`src/rtl/core/rhc_pkg.sv`:
```
// Shared constants and types for the RGB/HSL colour converter.
package rhc_pkg;

  localparam int FRAC_BITS = 12;
  localparam int ONE       = 1 << FRAC_BITS;
  localparam int HALF      = ONE >> 1;

  // Quotient bits: saturation reaches ONE itself.
  localparam int DIV_QW = FRAC_BITS + 1;
  // Widest dividend is the hue numerator (below 6 * 255) shifted by FRAC_BITS.
  localparam int DIV_NW = 11 + FRAC_BITS;
  localparam int DIV_DW = 11;

  // Stage 0 is the front end, then the divider stages, then the output stage.
  localparam int NST = DIV_QW + 2;

  // Lightness is sum * ONE / 510, which is sum * 2^(FRAC_BITS-1) / 255. The
  // reciprocal is ceil(2^32 / 255), exact for every sum up to 510.
  localparam logic [24:0] L_RECIP = 25'd16843010;
  localparam int          L_SHIFT = 33 - FRAC_BITS;

  localparam logic OP_RGB2HSL = 1'b0;
  localparam logic OP_HSL2RGB = 1'b1;

  typedef struct packed {
    logic                 op;
    logic                 gray;
    logic [FRAC_BITS:0]   light;
  } rhc_tag_t;

  typedef struct packed {
    logic [7:0] red;
    logic [7:0] green;
    logic [7:0] blue;
  } rhc_rgb_t;

endpackage

```
`src/rtl/core/rhc_div_pipe.sv`:
```
// Pipelined restoring divider, one quotient bit per stage.
module rhc_div_pipe (
  input  logic                        clk,
  input  logic [rhc_pkg::DIV_QW-1:0]  en,
  input  logic [rhc_pkg::DIV_NW-1:0]  num_i,
  input  logic [rhc_pkg::DIV_DW-1:0]  den_i,
  output logic [rhc_pkg::DIV_QW-1:0]  quo_o
);
  import rhc_pkg::*;

  logic [DIV_NW-1:0] rem_r [DIV_QW];
  logic [DIV_DW-1:0] den_r [DIV_QW];
  logic [DIV_QW-1:0] quo_r [DIV_QW];

  for (genvar j = 0; j < DIV_QW; j++) begin : g_stage
    logic [DIV_NW-1:0] rem_in;
    logic [DIV_DW-1:0] den_in;
    logic [DIV_QW-1:0] quo_in;
    logic [DIV_NW:0]   trial;
    logic              ge;

    if (j == 0) begin : g_first
      assign rem_in = num_i;
      assign den_in = den_i;
      assign quo_in = '0;
    end else begin : g_rest
      assign rem_in = rem_r[j-1];
      assign den_in = den_r[j-1];
      assign quo_in = quo_r[j-1];
    end

    assign trial = (DIV_NW+1)'(den_in) << (DIV_QW - 1 - j);
    assign ge    = {1'b0, rem_in} >= trial;

    always_ff @(posedge clk) begin
      if (en[j]) begin
        rem_r[j] <= ge ? (rem_in - trial[DIV_NW-1:0]) : rem_in;
        den_r[j] <= den_in;
        quo_r[j] <= {quo_in[DIV_QW-2:0], ge};
      end
    end
  end

  assign quo_o = quo_r[DIV_QW-1];

endmodule

```
`src/rtl/core/rhc_rgb_front.sv`:
```
// Front stage of the RGB to HSL path: extremes, hue numerator and divisors.
module rhc_rgb_front (
  input  logic              clk,
  input  logic              en,
  input  logic              op_i,
  input  logic [7:0]        red_i,
  input  logic [7:0]        green_i,
  input  logic [7:0]        blue_i,
  output logic [10:0]       hnum_o,
  output logic [10:0]       d6_o,
  output logic [7:0]        d_o,
  output logic [8:0]        sden_o,
  output rhc_pkg::rhc_tag_t tag_o
);
  import rhc_pkg::*;

  logic [7:0]         mx, mn, d;
  logic [8:0]         sum, sden;
  logic [10:0]        d6;
  logic signed [11:0] num_s, num_adj;
  logic [33:0]        lprod;

  logic [10:0] hnum_r, d6_r;
  logic [8:0]  sden_r;
  logic [7:0]  d_r;
  rhc_tag_t    tag_r;

  always_comb begin
    mx = red_i;
    mn = red_i;
    if (green_i > mx) mx = green_i;
    if (blue_i > mx)  mx = blue_i;
    if (green_i < mn) mn = green_i;
    if (blue_i < mn)  mn = blue_i;
    sum  = {1'b0, mx} + {1'b0, mn};
    d    = mx - mn;
    sden = (sum < 9'd255) ? sum : (9'd510 - sum);
    d6   = {1'b0, d, 2'b00} + {2'b00, d, 1'b0};
    lprod = 34'(sum) * 34'(L_RECIP);
    // Red wins ties, then green.
    if (red_i == mx) begin
      num_s = signed'({4'b0, green_i}) - signed'({4'b0, blue_i});
    end else if (green_i == mx) begin
      num_s = signed'({3'b0, d, 1'b0}) + signed'({4'b0, blue_i})
              - signed'({4'b0, red_i});
    end else begin
      num_s = signed'({2'b0, d, 2'b0}) + signed'({4'b0, red_i})
              - signed'({4'b0, green_i});
    end
    num_adj = num_s[11] ? (num_s + signed'({1'b0, d6})) : num_s;
  end

  always_ff @(posedge clk) begin
    if (en) begin
      hnum_r   <= num_adj[10:0];
      d6_r     <= d6;
      d_r      <= d;
      sden_r   <= sden;
      tag_r.op    <= op_i;
      tag_r.gray  <= (d == 8'd0);
      tag_r.light <= lprod[33:L_SHIFT];
    end
  end

  assign hnum_o = hnum_r;
  assign d6_o   = d6_r;
  assign d_o    = d_r;
  assign sden_o = sden_r;
  assign tag_o  = tag_r;

endmodule

```
`src/rtl/core/rhc_hsl2rgb.sv`:
```
// HSL to RGB path: six compute stages and a delay line to the output stage.
module rhc_hsl2rgb (
  input  logic                     clk,
  input  logic [rhc_pkg::NST-2:0]  en,
  input  logic [11:0]              hue_i,
  input  logic [12:0]              sat_i,
  input  logic [12:0]              light_i,
  output rhc_pkg::rhc_rgb_t        rgb_o
);
  import rhc_pkg::*;

  localparam int LAST = NST - 2;

  // Stage 0
  logic [12:0] sc, lc;
  logic [26:0] plo_r;
  logic [25:0] pls_r;
  logic [12:0] l0_r, s0_r;
  logic [14:0] h6_0_r;
  logic        lhalf_r;
  // Stage 1
  logic [13:0] v_c;
  logic [12:0] v1_r;
  logic [13:0] l2_1_r;
  logic [14:0] h6_1_r;
  // Stage 2
  logic [13:0] m_c;
  logic [12:0] v2_r, m2_r, vm2_r;
  logic [2:0]  sext2_r;
  logic [11:0] f2_r;
  logic        zero2_r;
  // Stage 3
  logic [24:0] vsf_p;
  logic [12:0] vsf3_r, v3_r, m3_r;
  logic [2:0]  sext3_r;
  logic        zero3_r;
  // Stage 4
  logic [12:0] mid1, mid2, cr, cg, cb;
  logic [12:0] cr4_r, cg4_r, cb4_r;
  // Stage 5 onwards
  rhc_rgb_t    bytes_c;
  rhc_rgb_t    dly_r [LAST:5];

  function automatic logic [7:0] to_byte(input logic [12:0] c);
    logic [20:0] p;
    logic [8:0]  b;
    p = {c, 8'b0} - {8'b0, c};
    b = p[20:FRAC_BITS];
    return (b > 9'd255) ? 8'd255 : b[7:0];
  endfunction

  always_comb begin
    sc = (sat_i > 13'(ONE))   ? 13'(ONE) : sat_i;
    lc = (light_i > 13'(ONE)) ? 13'(ONE) : light_i;
  end

  always_ff @(posedge clk) begin
    if (en[0]) begin
      plo_r   <= 27'(lc) * 27'({1'b0, sc} + 14'(ONE));
      pls_r   <= 26'(lc) * 26'(sc);
      l0_r    <= lc;
      s0_r    <= sc;
      h6_0_r  <= 15'(hue_i) * 15'd6;
      lhalf_r <= lc <= 13'(HALF);
    end
  end

  always_comb begin
    if (lhalf_r) begin
      v_c = plo_r[FRAC_BITS+13:FRAC_BITS];
    end else begin
      v_c = 14'(l0_r) + 14'(s0_r) - pls_r[FRAC_BITS+13:FRAC_BITS];
    end
  end

  always_ff @(posedge clk) begin
    if (en[1]) begin
      v1_r   <= v_c[12:0];
      l2_1_r <= {l0_r, 1'b0};
      h6_1_r <= h6_0_r;
    end
  end

  always_comb begin
    m_c = (l2_1_r > 14'(v1_r)) ? (l2_1_r - 14'(v1_r)) : 14'd0;
    if (m_c > 14'(v1_r)) m_c = 14'(v1_r);
  end

  always_ff @(posedge clk) begin
    if (en[2]) begin
      v2_r    <= v1_r;
      m2_r    <= m_c[12:0];
      vm2_r   <= v1_r - m_c[12:0];
      sext2_r <= h6_1_r[14:FRAC_BITS];
      f2_r    <= h6_1_r[FRAC_BITS-1:0];
      zero2_r <= v1_r == 13'd0;
    end
  end

  assign vsf_p = 25'(vm2_r) * 25'(f2_r);

  always_ff @(posedge clk) begin
    if (en[3]) begin
      vsf3_r  <= vsf_p[FRAC_BITS+12:FRAC_BITS];
      v3_r    <= v2_r;
      m3_r    <= m2_r;
      sext3_r <= sext2_r;
      zero3_r <= zero2_r;
    end
  end

  always_comb begin
    mid1 = m3_r + vsf3_r;
    mid2 = v3_r - vsf3_r;
    case (sext3_r)
      3'd0:    begin cr = v3_r; cg = mid1; cb = m3_r; end
      3'd1:    begin cr = mid2; cg = v3_r; cb = m3_r; end
      3'd2:    begin cr = m3_r; cg = v3_r; cb = mid1; end
      3'd3:    begin cr = m3_r; cg = mid2; cb = v3_r; end
      3'd4:    begin cr = mid1; cg = m3_r; cb = v3_r; end
      default: begin cr = v3_r; cg = m3_r; cb = mid2; end
    endcase
    if (zero3_r) begin
      cr = '0;
      cg = '0;
      cb = '0;
    end
  end

  always_ff @(posedge clk) begin
    if (en[4]) begin
      cr4_r <= cr;
      cg4_r <= cg;
      cb4_r <= cb;
    end
  end

  always_comb begin
    bytes_c.red   = to_byte(cr4_r);
    bytes_c.green = to_byte(cg4_r);
    bytes_c.blue  = to_byte(cb4_r);
  end

  always_ff @(posedge clk) begin
    if (en[5]) dly_r[5] <= bytes_c;
  end

  for (genvar k = 6; k <= LAST; k++) begin : g_dly
    always_ff @(posedge clk) begin
      if (en[k]) dly_r[k] <= dly_r[k-1];
    end
  end

  assign rgb_o = dly_r[LAST];

endmodule

```
`src/rtl/core/rgb_hsl_color_converter_unit.sv`:
```
// RGB/HSL colour converter top level: 15-stage pipeline, one word per clock
// while the output is not stalled. The depth is set by the two 13-stage
// restoring dividers (hue, saturation) of the RGB to HSL path, which take one
// quotient bit per stage; lightness is a reciprocal multiply in the front stage
// that travels with the word's tag, and the HSL to RGB path is delayed to
// match. Stages with no word in them absorb stalls, so a word can still be
// accepted while a result waits at the output. No clearing is needed after
// reset.
module rgb_hsl_color_converter_unit (
  input  logic        clk,
  input  logic        rst_n,
  input  logic        in_valid,
  output logic        in_stall,
  input  logic        in_op,
  input  logic [7:0]  in_red,
  input  logic [7:0]  in_green,
  input  logic [7:0]  in_blue,
  input  logic [11:0] in_hue,
  input  logic [12:0] in_saturation,
  input  logic [12:0] in_lightness,
  output logic        out_valid,
  input  logic        out_stall,
  output logic [7:0]  out_red,
  output logic [7:0]  out_green,
  output logic [7:0]  out_blue,
  output logic [11:0] out_hue,
  output logic [12:0] out_saturation,
  output logic [12:0] out_lightness
);
  import rhc_pkg::*;

  logic [NST-1:0] en;
  logic [NST-1:0] v_r, v_nxt;

  logic [10:0] hnum, d6;
  logic [8:0]  sden;
  logic [7:0]  d;
  rhc_tag_t    tag0;
  rhc_tag_t    tag_r [NST-2:1];

  logic [DIV_QW-1:0] q_hue, q_sat;
  rhc_rgb_t          rgb;

  logic [7:0]  red_r, green_r, blue_r;
  logic [11:0] hue_r;
  logic [12:0] sat_r, light_r;

  // A stage may load when it is empty or when the next one moves on.
  always_comb begin
    en[NST-1] = !v_r[NST-1] || !out_stall;
    for (int k = NST - 2; k >= 0; k--) begin
      en[k] = !v_r[k] || en[k+1];
    end
  end

  always_comb begin
    v_nxt[0] = en[0] ? in_valid : v_r[0];
    for (int k = 1; k < NST; k++) begin
      v_nxt[k] = en[k] ? v_r[k-1] : v_r[k];
    end
  end

  always_ff @(posedge clk) begin
    if (!rst_n) begin
      v_r <= '0;
    end else begin
      v_r <= v_nxt;
    end
  end

  assign in_stall  = !en[0];
  assign out_valid = v_r[NST-1];

  rhc_rgb_front u_front (
    .clk     (clk),
    .en      (en[0]),
    .op_i    (in_op),
    .red_i   (in_red),
    .green_i (in_green),
    .blue_i  (in_blue),
    .hnum_o  (hnum),
    .d6_o    (d6),
    .d_o     (d),
    .sden_o  (sden),
    .tag_o   (tag0)
  );

  rhc_div_pipe u_div_hue (
    .clk   (clk),
    .en    (en[DIV_QW:1]),
    .num_i ({hnum, {FRAC_BITS{1'b0}}}),
    .den_i (d6),
    .quo_o (q_hue)
  );

  rhc_div_pipe u_div_sat (
    .clk   (clk),
    .en    (en[DIV_QW:1]),
    .num_i (DIV_NW'({d, {FRAC_BITS{1'b0}}})),
    .den_i (DIV_DW'(sden)),
    .quo_o (q_sat)
  );

  rhc_hsl2rgb u_hsl2rgb (
    .clk     (clk),
    .en      (en[NST-2:0]),
    .hue_i   (in_hue),
    .sat_i   (in_saturation),
    .light_i (in_lightness),
    .rgb_o   (rgb)
  );

  always_ff @(posedge clk) begin
    if (en[1]) tag_r[1] <= tag0;
  end

  for (genvar k = 2; k <= NST - 2; k++) begin : g_tag
    always_ff @(posedge clk) begin
      if (en[k]) tag_r[k] <= tag_r[k-1];
    end
  end

  // Fields of the direction not taken are returned as zero.
  always_ff @(posedge clk) begin
    if (en[NST-1]) begin
      if (tag_r[NST-2].op == OP_HSL2RGB) begin
        red_r   <= rgb.red;
        green_r <= rgb.green;
        blue_r  <= rgb.blue;
        hue_r   <= '0;
        sat_r   <= '0;
        light_r <= '0;
      end else begin
        red_r   <= '0;
        green_r <= '0;
        blue_r  <= '0;
        hue_r   <= tag_r[NST-2].gray ? 12'd0 : q_hue[11:0];
        sat_r   <= tag_r[NST-2].gray ? 13'd0 : q_sat;
        light_r <= tag_r[NST-2].light;
      end
    end
  end

  assign out_red        = red_r;
  assign out_green      = green_r;
  assign out_blue       = blue_r;
  assign out_hue        = hue_r;
  assign out_saturation = sat_r;
  assign out_lightness  = light_r;

endmodule
```
`config.mk`:
```
export PLATFORM = sky130hd
export DESIGN_NAME = rgb_hsl_color_converter_unit
export DESIGN_NICKNAME = d
export VERILOG_FILES = /design/src/rtl/core/rhc_pkg.sv /design/src/rtl/core/rhc_div_pipe.sv /design/src/rtl/core/rhc_rgb_front.sv /design/src/rtl/core/rhc_hsl2rgb.sv /design/src/rtl/core/rgb_hsl_color_converter_unit.sv
export SDC_FILE = /design/constraint.sdc
export NUM_CORES = 2
export LEC_CHECK = 0
export BUFFER_PORTS_ARGS = -buffer_cell sky130_fd_sc_hd__buf_2
export CAP_MARGIN = 20
export CORE_ASPECT_RATIO = 1.1
export CORE_MARGIN = 2
export CORE_UTILIZATION = 61
export CTS_BUF_LIST = sky130_fd_sc_hd__clkbuf_8
export DETAILED_ROUTE_END_ITERATION = 8
export GPL_TIMING_DRIVEN = 0
export HOLD_SLACK_MARGIN = 0.12
export PLACE_DENSITY_LB_ADDON = 0.2
export SYNTH_ARGS = -nofsm -noshare
export SYNTH_HDL_FRONTEND = slang
export SYNTH_SLANG_ARGS = --single-unit
```
`constraint.sdc`:
```
create_clock -name clk -period 12.4 [get_ports clk]
set_clock_uncertainty 0.05 [all_clocks]
set_input_delay 2.48 -clock clk [delete_from_list [all_inputs] [get_ports clk]]
set_output_delay 2.48 -clock clk [all_outputs]
set_load 0.02 [all_outputs]
```
### After elaboration in Yosys (flattened, before gate mapping)

Memory sizes are Yosys's and may differ from the RTL's. A register that Yosys moved wholly into a read port is not among the register bits.
Index checks and enable logic that the tools add are counted.

| operators by class | value |
|---|---|
| reductions and logical operators | 41 |
| $lt $le $gt $ge | 39 |
| muxes and demuxes | 71 |
| eq/ne operators | 6 |
| multiply operators | 5 |
| add/subtract/negate cells | 46 |

Operator list:

| operator | count |
|---|---|
| $mux W23 | 26 |
| $pmux W13 S3 | 3 |
| $sub A21 B13 Y21 | 3 |
| $mux W8 | 7 |
| $mux W13 | 4 |
| $ge A23 B11 Y1 | 2 |
| $ge A23 B12 Y1 | 2 |
| $ge A23 B13 Y1 | 2 |
| $ge A23 B14 Y1 | 2 |
| $ge A23 B15 Y1 | 2 |
| $ge A23 B16 Y1 | 2 |
| $ge A23 B17 Y1 | 2 |
| $ge A23 B18 Y1 | 2 |
| $ge A23 B19 Y1 | 2 |
| $ge A23 B20 Y1 | 2 |
| $ge A23 B21 Y1 | 2 |
| $ge A23 B22 Y1 | 2 |
| $sub A23 B11 Y23 | 2 |
| $sub A23 B12 Y23 | 2 |
| $sub A23 B13 Y23 | 2 |
| $sub A23 B14 Y23 | 2 |
| $sub A23 B15 Y23 | 2 |
| $sub A23 B16 Y23 | 2 |
| $sub A23 B17 Y23 | 2 |
| other kinds (49) | 127 |

| word-level totals | value |
|---|---|
| memories kept | 8 |
| flip-flop bits (word level) | 349 |
| input port bits | 67 |
| output and inout bits | 64 |
| RAM bits | 1633 |

Memories:

| memory | words | bits a word | read ports | clocked after memory_dff | wr ports | line | source |
|---|---|---|---|---|---|---|---|
| u_div_hue.rem_r | 13 | 23 | 12 | 0 | 13 | rhc_div_pipe.sv:11 | `logic [DIV_NW-1:0] rem_r [DIV_QW];` |
| u_div_sat.rem_r | 13 | 23 | 12 | 0 | 13 | rhc_div_pipe.sv:11 |  |
| u_hsl2rgb.dly_r | 9 | 24 | 9 | 1 | 9 | rhc_hsl2rgb.sv:42 | `rhc_rgb_t dly_r [LAST:5];` |
| tag_r | 13 | 15 | 13 | 0 | 13 | rgb_hsl_color_converter_unit.sv:39 | `rhc_tag_t tag_r [NST-2:1];` |
| u_div_hue.quo_r | 13 | 13 | 13 | 1 | 13 | rhc_div_pipe.sv:13 | `logic [DIV_QW-1:0] quo_r [DIV_QW];` |
| u_div_sat.quo_r | 13 | 13 | 13 | 1 | 13 | rhc_div_pipe.sv:13 |  |
| 2 more memories | -- | -- | -- | -- | -- | -- |  |

### Logic depth before layout (Yosys ltp)

| logic depth | value |
|---|---|
| depth after elaboration | 17 |
| mapped depth | 45 |

### Modules after synthesis

Synthesis repeated with hierarchy kept, for this count alone.

| unflattened totals | value |
|---|---|
| cells, all modules | 8066 |
| area, all modules | 98877.3 sq um |

By module, submodules not included:

| module | area an instance (sq um) | cells each | seq. area each (sq um) | instances |
|---|---|---|---|---|
| rhc_div_pipe | 24566.1 | 1921 | 14984.4 | 2 |
| rhc_hsl2rgb | 34550.6 | 3147 | 13783.2 | 1 |
| rgb_hsl_color_converter_unit | 8853.5 | 405 | 8017.7 | 1 |
| rhc_rgb_front | 6341.1 | 672 | 1471.4 | 1 |

### Worst setup path before layout

OpenSTA, ideal clock, no wires.

| path | value |
|---|---|
| kind | input to output |
| start point | in out_stall |
| end point | out in_stall |
| data arrival time | 9249 ps |
| stages on the path | 11 |
| setup slack | 621 ps |
| path buffers | 1 |
| path through | and3_1 -> clkbuf_1 -> and4_1 -> and2_1 -> and3_1 -> and2_1 -> inv_1 -> nor2_1 -> and2_1 -> nand3_1 -> inv_1 |

| between the ends | value |
|---|---|
| word-level cells in the longest chain between the ends | 17 |

RTL lines:

| item | line | source |
|---|---|---|
| start, declared | rgb_hsl_color_converter_unit.sv:22 | `input logic out_stall,` |
| $logic_not A1 Y1 | rgb_hsl_color_converter_unit.sv:50 | `en[NST-1] = !v_r[NST-1] \|\| !out_stall;` |
| $logic_or A1 B1 Y1 | rgb_hsl_color_converter_unit.sv:50 |  |
| $logic_or A1 B1 Y1 (8 in a row) | rgb_hsl_color_converter_unit.sv:52 | `en[k] = !v_r[k] \|\| en[k+1];` |
| net en[6] | rgb_hsl_color_converter_unit.sv:32 | `logic [NST-1:0] en;` |
| $logic_or A1 B1 Y1 (6 in a row) | rgb_hsl_color_converter_unit.sv:52 |  |
| $logic_not A1 Y1 | rgb_hsl_color_converter_unit.sv:71 | `assign in_stall = !en[0];` |
| end, declared | rgb_hsl_color_converter_unit.sv:13 | `output logic in_stall,` |

The timed path passes the listed nets, and every way through them passes these cells.

### Final worst setup path

| path | value |
|---|---|
| start point | in in_red[7] |
| end point | reg u_front.hnum_r[10], in the netlist u_front.hnum_o[10], data pin |

| between the ends | value |
|---|---|
| word-level cells in the longest chain between the ends | 11 |
| elaborated cells on any way between the ends | 20 |
| those cells by class | add/sub: 7; order compare: 4; eq/ne: 2; mux: 7 |

RTL lines:

| item | line | source |
|---|---|---|
| start, declared | rgb_hsl_color_converter_unit.sv:15 | `input logic [7:0] in_red,` |
| $gt A8 B8 Y1 or $lt A8 B8 Y1 (tied branches) | rhc_rgb_front.sv:31, rhc_rgb_front.sv:33 |  |
| $mux W8 (on tied branches) | rhc_rgb_front.sv:31, rhc_rgb_front.sv:33 |  |
| $gt A8 B8 Y1 or $lt A8 B8 Y1 (tied branches) | rhc_rgb_front.sv:32, rhc_rgb_front.sv:34 |  |
| $mux W8 (on tied branches) | rhc_rgb_front.sv:32, rhc_rgb_front.sv:34 |  |
| $sub A8 B8 Y8 * | rhc_rgb_front.sv:36 | `d = mx - mn;` |
| net u_front.d[2] | rhc_rgb_front.sv:17 | `logic [7:0] mx, mn, d;` |
| $add A10 B8 Y11 or $add A9 B8 Y10 (tied branches) | rhc_rgb_front.sv:47, rhc_rgb_front.sv:44 |  |
| $sub A12 B9 Y12 (on tied branches) | rhc_rgb_front.sv:48, rhc_rgb_front.sv:45 |  |
| $mux W12 | rhc_rgb_front.sv:43 | `end else if (green_i == mx) begin` |
| $mux W12 | rhc_rgb_front.sv:41 | `if (red_i == mx) begin` |
| $add A11 B11 Y11 | rhc_rgb_front.sv:50 | `num_adj = num_s[11] ? (num_s + signed'({1'b0, d6})) : num_s;` |
| $mux W11 * | rhc_rgb_front.sv:50 |  |
| net u_front.num_adj[10] | rhc_rgb_front.sv:20 | `logic signed [11:0] num_s, num_adj;` |
| end signal, assigned | rhc_rgb_front.sv:55 | `hnum_r <= num_adj[10:0];` |
| end, declared | rhc_rgb_front.sv:23 | `logic [10:0] hnum_r, d6_r;` |

Mark *: on every way through the listed nets, which the timed path passes. The rest lies on a longest branch.
A chain may end at the register's enable or synchronous reset.

==> results.txt <==
status -> complete, no violations
cell count after synthesis -> 7290
DRT Pass-1 Iters -> 8
H-tree levels -> 4
post-route ant nets -> 0
Final Cell Area -> 94800 µm²
CP Data Required Time -> 13030 ps
post-detail-place hpwl -> 131 mm
area grow syn2layout -> 9.14%
post-CTS setup buffers -> 0
via count -> 53390
hold_buf cts -> 0
clock buffer depth -> 3
final slew viol count -> 0
GRT Total Usage -> 0.239
critical path arrival -> 12230 ps
largest net degree at the start of global routing -> 79
Seq cells post-synth -> 1519
CTS Root Cell -> clkbuf_8
detailed-route DRC error count -> 0
Max Clk Rate -> 0.0862 GHz
Starting Density -> 0.613
Final Hold Fails -> 0
Synth Area in Adders -> 0.180
commonest non-fill, non-tap cell in the layout -> edfxtp_1
commonest non-fill, non-tap cells in the layout -> edfxtp_1 (1504), inv_1 (1057), ha_1 (635), nand2_1 (555), nor2_1 (519)
Max Cap Viol -> 0
initial antenna violation count -> 2
Crit path largest cell delay -> 850 ps
Ports -> 131
relative slew slack -> 0.197
Critical Path Start -> in_red[7]
Synth Area in Simple Gates -> 0.107
hold_sp -> u_hsl2rgb.dly_r[9][1]
xor and xnor fraction of the mapped netlist area -> 0.0429
chip height -> 400 µm
# clock sinks -> 1519
global-route wire length before repair -> 275 mm
register area share after synthesis -> 0.523
post-synthesis mux area share -> 0.0135
syn_area_per_cell -> 11.9 µm²
startpoint types -> primary input
Reg clk slew, reported paths -> 70 ps
remaining global-route overflow -> 0
FF-to-FF Start -> u_hsl2rgb.v1_r[0]
fraction of layout cells with a size suffix above 1 -> 0.0717
Slew @ Worst Pin -> 1170 ps
CP dominant cell by count -> ha_1
async set or reset register ratio after synthesis -> 0
# fillers -> 10397
period utilization -> 0.935
Post-Route WL -> 169 mm
Post-synth EDFFs -> 1504
Iter 0 DRT Violations -> 2948
worst-path fanout max -> 10
crit path time final -> 11600 ps
RSZ-0062 raised after global routing -> false
port bufs -> 130
post-synth top area share -> 0.520
largest cells by area after synthesis -> edfxtp_1 (52%), ha_1 (9.1%), fa_1 (8.9%)
largest area contributor in the netlist -> edfxtp_1
Net Count, Synth -> 8377
Worst setup EP type -> flip-flop
placer's final routability congestion estimate -> 0.935
CP max-delay cell -> xnor2_1
Worst-Skew Late Latency -> 910 ps
nets -> 8746
chip width -> 364 µm
Top FF cell, synth -> edfxtp_1
wire per inst -> 17.3 µm
post-synth cell types -> 95
Num CTS Buffers -> 222
yosys warns -> 0
Setup Viol. Count Final -> 0
# rows -> 145
Die Area -> 145000 µm²
via-per-instance ratio -> 5.47
vias in the first global route -> 55521
total core area -> 142000 µm²
placed inst area -> 90400 µm²
Hold WC Path Type -> flip-flop to flip-flop
Setup CP Type -> primary input to flip-flop
largest family of logic cells by synthesized area -> adder cells
Synth Area in Compound Gates -> 0.0826
netlist area before placement -> 86900 µm²
CTS tree -> done
## final timing paths
kind         slack, ps                      to  cells past startpoint
max reg2reg       3770     u_hsl2rgb.vm2_r[10]                     33
min reg2reg        350  u_hsl2rgb.dly_r[10][1]                      0
max                800      u_front.hnum_o[10]                     42
min                350  u_hsl2rgb.dly_r[10][1]                      0
## registers in the layout, indices dropped and copies added (netlist names), 15 cells and up
signal and count:
u_hsl2rgb.dly_r 216, u_div_sat.rem_r 197, u_div_hue.rem_r 187, tag_r 156, u_div_hue.den_r 120, u_div_sat.den_r 108, u_div_sat.quo_r 91, u_div_hue.quo_r 78
v_r 15
## worst max-delay path: cells and delay by family
family                     cells  cell delay [ps]
xor gates and xnor gates       3             1190
and+or+nand+nor                7              820
muxes                          2              370
AOI/OAI and AO/OA             15             3270
adders and majority gates      7             2370
buffers and inverters          8             1670
## metal layers
metal,share of wire,global-route usage
met1,0.39,0.272
met2,0.52,0.441
met3,0.041,0.0328
met4,0.044,0.112
met5,0,0
## logic make-up after synthesis
kind of cell | Yosys count
AO/OA/AOI/OAI | 1128
XOR/XNOR | 426
adder cells (fa/ha/maj) | 1020
buffers and inverters | 1165
flip-flops | 1519
multiplexers | 107
other | 1
AND/OR/NAND/NOR | 1924
## repair_timing
item                                   CTS  global route
endpoints found under the hold margin    0             0
setup endpoints to repair                0             1
gates resized for setup                  0             1
## cell type report
type | count | area, µm² | share of cell area
Sequential cell | 1519 | 45500 | 0.479
Multi-Input combinational cell | 4606 | 37100 | 0.391
Inverter | 1008 | 3800 | 0.0401
Clock buffer | 226 | 3110 | 0.0328
Tap cell | 1911 | 2390 | 0.0252
Clock inverter | 177 | 1280 | 0.0135
Timing Repair Buffer | 145 | 1060 | 0.0112
Buffer | 157 | 639 | 0.00674
Antenna cell | 3 | 7.51 | 0.0000792
## per-stage QoR
| stage | instances | setup TNS (ps) | utilization | hold slack, ps | worst slack [ps] |
|---|---|---|---|---|---|
| after floorplan | 7290 | 0 | - | 350 | 621 |
| after global placement | 9331 | -1530 | 0.635 | 350 | -1360 |
| after detailed placement | 9346 | -244 | 0.638 | 355 | -244 |
| after CTS | 9749 | 0 | 0.669 | 353 | 768 |
| after global routing | 9751 | 0 | 0.669 | 350 | 231 |
| final | 9752 | 0 | 0.669 | 348 | 801 |
## synth_stat cells, drive strengths merged, types with 17 or more instances
| library cell | instances |
|---|---|
| xnor2 | 248 |
| o21ai | 316 |
| nand3 | 77 |
| fa | 385 |
| a211oi | 36 |
| o21bai | 27 |
| o31ai | 69 |
| edfxtp | 1504 |
| nor2b | 120 |
| clkbuf | 132 |
| or3 | 52 |
| a21boi | 99 |
| xor2 | 178 |
| nand2b | 87 |
| nor3 | 120 |
| or4 | 17 |
| nor2 | 520 |
| and2 | 156 |
| nor4 | 58 |
| inv | 1005 |
| buf | 25 |
| nand2 | 560 |
| mux2 | 54 |
| ha | 635 |
| o21a | 53 |
| a21o | 105 |
| mux2i | 53 |
| a31oi | 17 |
| nand4 | 62 |
| or2 | 19 |
| a21oi | 267 |
| a2111oi | 17 |
Power is not shown: default switching activity piles up to over one toggle a cycle in this logic, so the estimate is an artifact.
